==> src/bsu_sqrt.sv <==
// Pipelined integer square root, one root bit per stage, rounded to nearest.
// Standalone; carries a side word alongside each value.
module bsu_sqrt #(
    parameter int N      = 33,
    parameter int SIDE_W = 1
) (
    input  logic              i_clk,
    input  logic              i_rst_n,
    input  logic              i_en,
    input  logic              i_valid,
    input  logic [2*N-1:0]    i_sq,
    input  logic [SIDE_W-1:0] i_side,
    output logic              o_valid,
    output logic [N:0]        o_root,
    output logic [SIDE_W-1:0] o_side
);
    localparam int RW = N + 3;

    logic              r_v    [N+1];
    logic [2*N-1:0]    r_sq   [N+1];
    logic [RW-1:0]     r_rem  [N+1];
    logic [N-1:0]      r_root [N+1];
    logic [SIDE_W-1:0] r_side [N+1];
    logic [RW-1:0]     n_rem  [N];
    logic [N-1:0]      n_root [N];
    logic              r_fv;
    logic [N:0]        r_froot;
    logic [SIDE_W-1:0] r_fside;

    // one result bit per stage: try root*4+1 against the remainder
    always_comb begin
        logic [RW-1:0] cur [N];
        logic [RW-1:0] trial [N];
        for (int k = 0; k < N; k++) begin
            cur[k]   = {r_rem[k][RW-3:0], r_sq[k][2*N-1-2*k -: 2]};
            trial[k] = {1'b0, r_root[k], 2'b01};
            if (cur[k] >= trial[k]) begin
                n_rem[k]  = cur[k] - trial[k];
                n_root[k] = {r_root[k][N-2:0], 1'b1};
            end else begin
                n_rem[k]  = cur[k];
                n_root[k] = {r_root[k][N-2:0], 1'b0};
            end
        end
    end

    // advance valid bits
    always_ff @(posedge i_clk) begin
        if (!i_rst_n) begin
            for (int k = 0; k <= N; k++) r_v[k] <= 1'b0;
            r_fv <= 1'b0;
        end else if (i_en) begin
            r_v[0] <= i_valid;
            for (int k = 0; k < N; k++) r_v[k+1] <= r_v[k];
            r_fv <= r_v[N];
        end
    end

    // advance data; round up when the remainder exceeds the root
    always_ff @(posedge i_clk) begin
        if (i_en) begin
            r_sq[0]   <= i_sq;
            r_rem[0]  <= '0;
            r_root[0] <= '0;
            r_side[0] <= i_side;
            for (int k = 0; k < N; k++) begin
                r_sq[k+1]   <= r_sq[k];
                r_rem[k+1]  <= n_rem[k];
                r_root[k+1] <= n_root[k];
                r_side[k+1] <= r_side[k];
            end
            r_froot <= {1'b0, r_root[N]}
                     + (N+1)'(r_rem[N] > {3'b000, r_root[N]});
            r_fside <= r_side[N];
        end
    end

    assign o_valid = r_fv;
    assign o_root  = r_froot;
    assign o_side  = r_fside;
endmodule

==> config.mk <==
export PLATFORM = sky130hd
export DESIGN_NAME = bsu_sqrt
export DESIGN_NICKNAME = d
export VERILOG_FILES = /design/src/bsu_sqrt.sv
export SDC_FILE = /design/constraint.sdc
export NUM_CORES = 2
export LEC_CHECK = 0
export ABC_CLOCK_PERIOD_IN_PS = 5000
export BUFFER_PORTS_ARGS = -buffer_cell sky130_fd_sc_hd__clkbuf_2
export CORE_MARGIN = 10
export CORE_UTILIZATION = 31
export CTS_CLUSTER_DIAMETER = 80
export CTS_CLUSTER_SIZE = 30
export DETAILED_ROUTE_END_ITERATION = 8
export GPL_TIMING_DRIVEN = 0
export PLACE_DENSITY = 0.45
export SETUP_SLACK_MARGIN = 0.02
export SLEW_MARGIN = 20
export SYNTH_ARGS = -nofsm -noshare
export SYNTH_HDL_FRONTEND = slang
export SYNTH_MEMORY_MAX_BITS = 65536
export SYNTH_SLANG_ARGS = --single-unit
export TNS_END_PERCENT = 30
==> constraint.sdc <==
create_clock -name i_clk -period 5 [get_ports i_clk]
set_clock_uncertainty 0.15 [all_clocks]
set_input_delay 1 -clock i_clk [delete_from_list [all_inputs] [get_ports i_clk]]
set_output_delay 1 -clock i_clk [all_outputs]
set_load 0.02 [all_outputs]
# Word level (Yosys, flattened, before mapping)
# Memories as Yosys holds them, arrays and structs flattened. A register that Yosys moved wholly into a read port is not among the register bits.
# Cells that the tools add are included.
# totals
ff_bits	34
out_inout_bits	36
n_memories	5
mem_bits_rw	4658
in_bits	71
# memory_table
memory	depth	width	read_ports	rd_clocked_by_memory_dff	write_ports	line_no	rtl
r_sq	34	66	33	0	34	20	logic [2*N-1:0] r_sq [N+1];
r_rem	34	36	34	0	34	21	logic [RW-1:0] r_rem [N+1];
r_root	34	33	34	0	34	22	logic [N-1:0] r_root [N+1];
r_side	34	1	34	1	34	23	logic [SIDE_W-1:0] r_side [N+1];
r_v	34	1	34	1	34	19	logic r_v [N+1];
# op_classes
order_cmp	34
n_reduce_logical	1
mux	105
n_bitwise	34
n_addsub	34
# op_table
operator	n
$ge A36 B35 Y1	33
$mux W36	33
$sub A36 B35 Y36	33
$mux W1	72
$gt A36 B33 Y1	1
$add A33 B1 Y34	1
$or A1 B1 Y1	34
$logic_not A1 Y1	1

# Depth between registers and ports, before layout
# depth
ltp_word	4
mapped_depth	22
ltp_nobuf	22

# Worst setup path after synthesis
# Ideal clock, no wire load.
# synth_path
path_type	register to register
from	mem r_rem[18][0] in the netlist's numbering
to	mem r_rem[19][29] in the netlist's numbering (data pin)
synth_period_minus_slack_ns	3.791
arrival_time_ns	3.382
t_required_ns	4.591
setup_time_ns	0.259
setup_slack_ns	1.209
path_stages_with_launch	12
cell_sequence	edfxtp_1 > ha_1 > o21a_1 > o21a_1 > o21a_1 > o31a_1 > a2111oi_0 > o21bai_1 > a311o_1 > a2111oi_1 > nand2_1 > xnor2_1
# synth_lines
element	line_no
start: declaration	21

==> metrics.md <==
| Metric | Value |
|---|---|
| Nets | `11,300` |
| Syn Nets | `10,900` |
| Most frequent cells after synthesis | `edfxtp_1, nand2_1, inv_1` |
| Root Buffer Master | `clkbuf_16` |
| DRT met1 WL | `134,000 um` |
| Initial antenna violation count | `5` |
| Detail Route Antenna Nets | `0` |
| Final setup violation count | `1` |
| Final Wtd Congestion | `0.860` |
| Total Die Area | `452,000 um^2` |
| Post-CTS Setup Bufs | `0` |
| Fillers | `41,000` |
| Cell Chain, Critical Path | `inv_1 -> ha_1 -> or4_1 -> o22ai_1 -> o311ai_1 -> o311ai_2 -> nand3_1 -> a211oi_2 -> clkbuf_1 -> inv_1 -> a21oi_1` |
| Critical path class | `reg2reg` |
| Hold Violations, Final | `0` |
| VDD IR-drop max | `0.000243 V` |
| Die Ht | `672 um` |
| Normalized max-slew margin | `25.2%` |
| TNS Setup | `-26.4 ps` |
| Hpwl dp | `214,000 um` |
| Yosys reg bits | `2,860` |
| Crit path time final | `5030 ps` |
| Max Used Layer | `met5` |
| Max-Cap Viols | `0` |
| CP max FO | `10` |
| HP Class | `in2reg` |
| Port Buffer Count | `106` |
| Top post-synthesis cells by area | `edfxtp_1, ha_1, xnor2_1, xor2_1, o21ai_0` |
| CTS buffer count | `180` |
| Status | `complete, but fails checks` |
| Initial Util | `31.1%` |
| Asr flop ratio synth | `0%` |
| Synth top area share | `64.3%` |
| Startpoint types | `register` |
| Mapped Cells | `10,200` |
| Power per Cell Area | `437 nW/um^2` |
| Met2 wire length | `136,000 um` |
| Ys flop type | `edfxtp_1` |
| Routed wl met3 | `11,600 um` |
| Crit-path slowest cell | `edfxtp_1` |
| Pwr Total | `64.7 mW` |
| Placed instance area | `141,000 um^2` |
| Warnings, synthesis | `0` |
| Hold slack | `150 ps` |
| Num Clock Sinks | `2,860` |
| Avg WL per Cell | `17.8 um` |
| Number of vias per cell | `4.76` |
| Drt drc | `0` |
| Number of DRC markers in iteration 0 | `5,516` |
| Syn avg cell area | `12.9 um^2` |
| Post-synth EDFFs | `2,826` |
| Post-route worst setup slack | `-26.4 ps` |
| Post-synthesis to final-layout area growth | `12.3%` |
| Most frequent cell after synthesis | `edfxtp_1` |
| Tcrit/Tclk final | `101%` |
| Post-route core utilization | `35.0%` |
| Area of the mapped netlist | `132,000 um^2` |
| First-pass GRT wire length | `453,000 um` |
| Worst Tran Pin Value | `1110 ps` |
| Final slew viol count | `0` |
| Pre-antenna DRT Iters | `6` |
| Via count | `78,200` |
| Layout cells sized above 1 | `6.00%` |
| CP arrival | `5530 ps` |
| Cell area after layout | `148,000 um^2` |
| Yosys cell types | `92` |
| Vias in the first global route | `78,000` |
| Pleak | `54.8 nW` |
| Reg clk slew, reported paths | `110 ps` |
| CTS Buffer Depth | `4` |
| Top-Level Pins | `107` |
| Die Wd | `672 um` |
| Max Fclk | `199 MHz` |
| Register area share after synthesis | `64.8%` |
| Overflow after GRT | `0` |
| Setup crit end kind | `register` |
| H-tree depth | `4` |
| TritonCTS clock tree | `built` |
| Critical Path Max Stage Delay | `650 ps` |
| Worst EP required | `5500 ps` |
| CP Buf/Inv Count | `3` |
| Cell family with most CP delay | `compound AO/OA/AOI/OAI gates` |
| Rows | `239` |
| Synth area leader | `edfxtp_1` |
| RSZ-0062 raised after global routing | `yes` |
| Gr usage total | `12.4%` |
| Cell repeated most along the worst path | `inv_1` |
| Final WL | `292,000 um` |
| Largest net degree at the start of global routing | `99` |
| Worst skew pair latency | `940 ps` |
| Failing checks | `setup timing` |
| Core ar. | `424,000 um^2` |
[per-layer routing]
layer  track usage, %  vias up
li1                 -    38400
met1             16.8    38000
met2             20.6     1373
met3             1.68      418
met4             4.07        2
met5                0        -
[worst register-to-register path, stage by stage (launching register included)]
cell      delay [ps]
edfxtp_1         650
inv_1            100
ha_1             250
or4_1            530
o22ai_1          370
o311ai_1         260
o311ai_2         430
nand3_1          220
a211oi_2         540
clkbuf_1         460
inv_1            290
a21oi_1          500
[area by class of cell]
type                            instances  area [um^2]  share of cell area, %
Tap cell                             5663         7090                   4.78
Sequential cell                      2860        85500                   57.7
Clock inverter                        144         2160                   1.46
Multi-Input combinational cell       6369        42900                   28.9
Timing Repair Buffer                  210         2220                   1.50
Clock buffer                          184         4580                   3.09
Inverter                              798         3000                   2.02
Antenna cell                            2         5.00                0.00338
Buffer                                177          713                  0.481
[state kept, by name, indices dropped and copies added, names as in the netlist]
| register | count |
|---|---|
| r_sq | 1122 |
| r_rem | 1073 |
| r_root | 561 |
| o_root | 34 |
| r_side | 34 |
| r_v | 34 |
| o_side | 1 |
| o_valid | 1 |
[cell families after synthesis]
family                   share of synthesized area [%]
multiplexers                                     0.729
flip-flops                                        64.8
AO/OA/AOI/OAI                                     9.54
adder cells (fa/ha/maj)                           6.00
XOR/XNOR                                          6.19
other                                          0.00284
AND/OR/NAND/NOR                                   9.89
buffers and inverters                             2.79
[power by group]
| part | internal [mW] | leakage (nW) | switching, mW | total (mW) |
|---|---|---|---|---|
| clock network | 7.77 | 3.23 | 9.66 | 17.4 |
| registers | 30.4 | 27.5 | 2.01 | 32.4 |
| logic | 6.01 | 24.1 | 8.90 | 14.9 |
| total | 44.2 | 54.8 | 20.6 | 64.7 |
[timing repair]
action | 4_1_cts | 5_1_grt
gates resized for setup | 30 | 34
hold buffers | 66 | 0
endpoints found under the setup margin | 132 | 196
hold endpoints to repair | 66 | 0
pin swaps | 2 | 2
gates cloned | 0 | 2
[through the flow]
stage                     setup slack (ps)  instances
after floorplan                       1210      10200
after global placement              -48960      16000
after detailed placement             -1030      16000
after CTS                            -32.7      16400
after global routing                  -240      16400
final                                -26.4      16400
[placed cells by master, fill, tap and decap left out, types with 35 or more instances in the layout]
cell	n
xnor2_1	469
ha_1	632
nor2_1	563
o21bai_1	46
a21oi_1	562
o211ai_1	35
clkbuf_2	122
a31oi_1	37
nand2_1	816
or3_1	89
mux2_2	45
o31ai_1	70
nor3_1	236
clkbuf_1	146
dlygate4sd3_1	66
edfxtp_1	2826
nand4_1	116
nor4_1	118
or4_1	50
mux2i_1	44
inv_1	795
nand2b_1	130
o21a_1	109
and3_1	49
a211oi_1	45
nand3_1	152
xor2_1	464
or2_2	48
buf_16	35
a21o_1	261
o21ai_0	642
clkbuf_16	185
nor2b_1	131
[final timing paths]
path | start | to | slack, ps | cells after the start
setup / recovery | r_root[28][2]$_DFFE_PP_ | r_rem[29][1]$_DFFE_PP_ | -30 | 11
hold / removal | i_sq[32] | r_sq[0][32]$_DFFE_PP_ | 150 | 1
setup reg to reg | r_root[28][2]$_DFFE_PP_ | r_rem[29][1]$_DFFE_PP_ | -30 | 11
hold reg to reg | r_sq[23][11]$_DFFE_PP_ | r_sq[24][11]$_DFFE_PP_ | 240 | 0
Power figures use the tool's default switching activity.
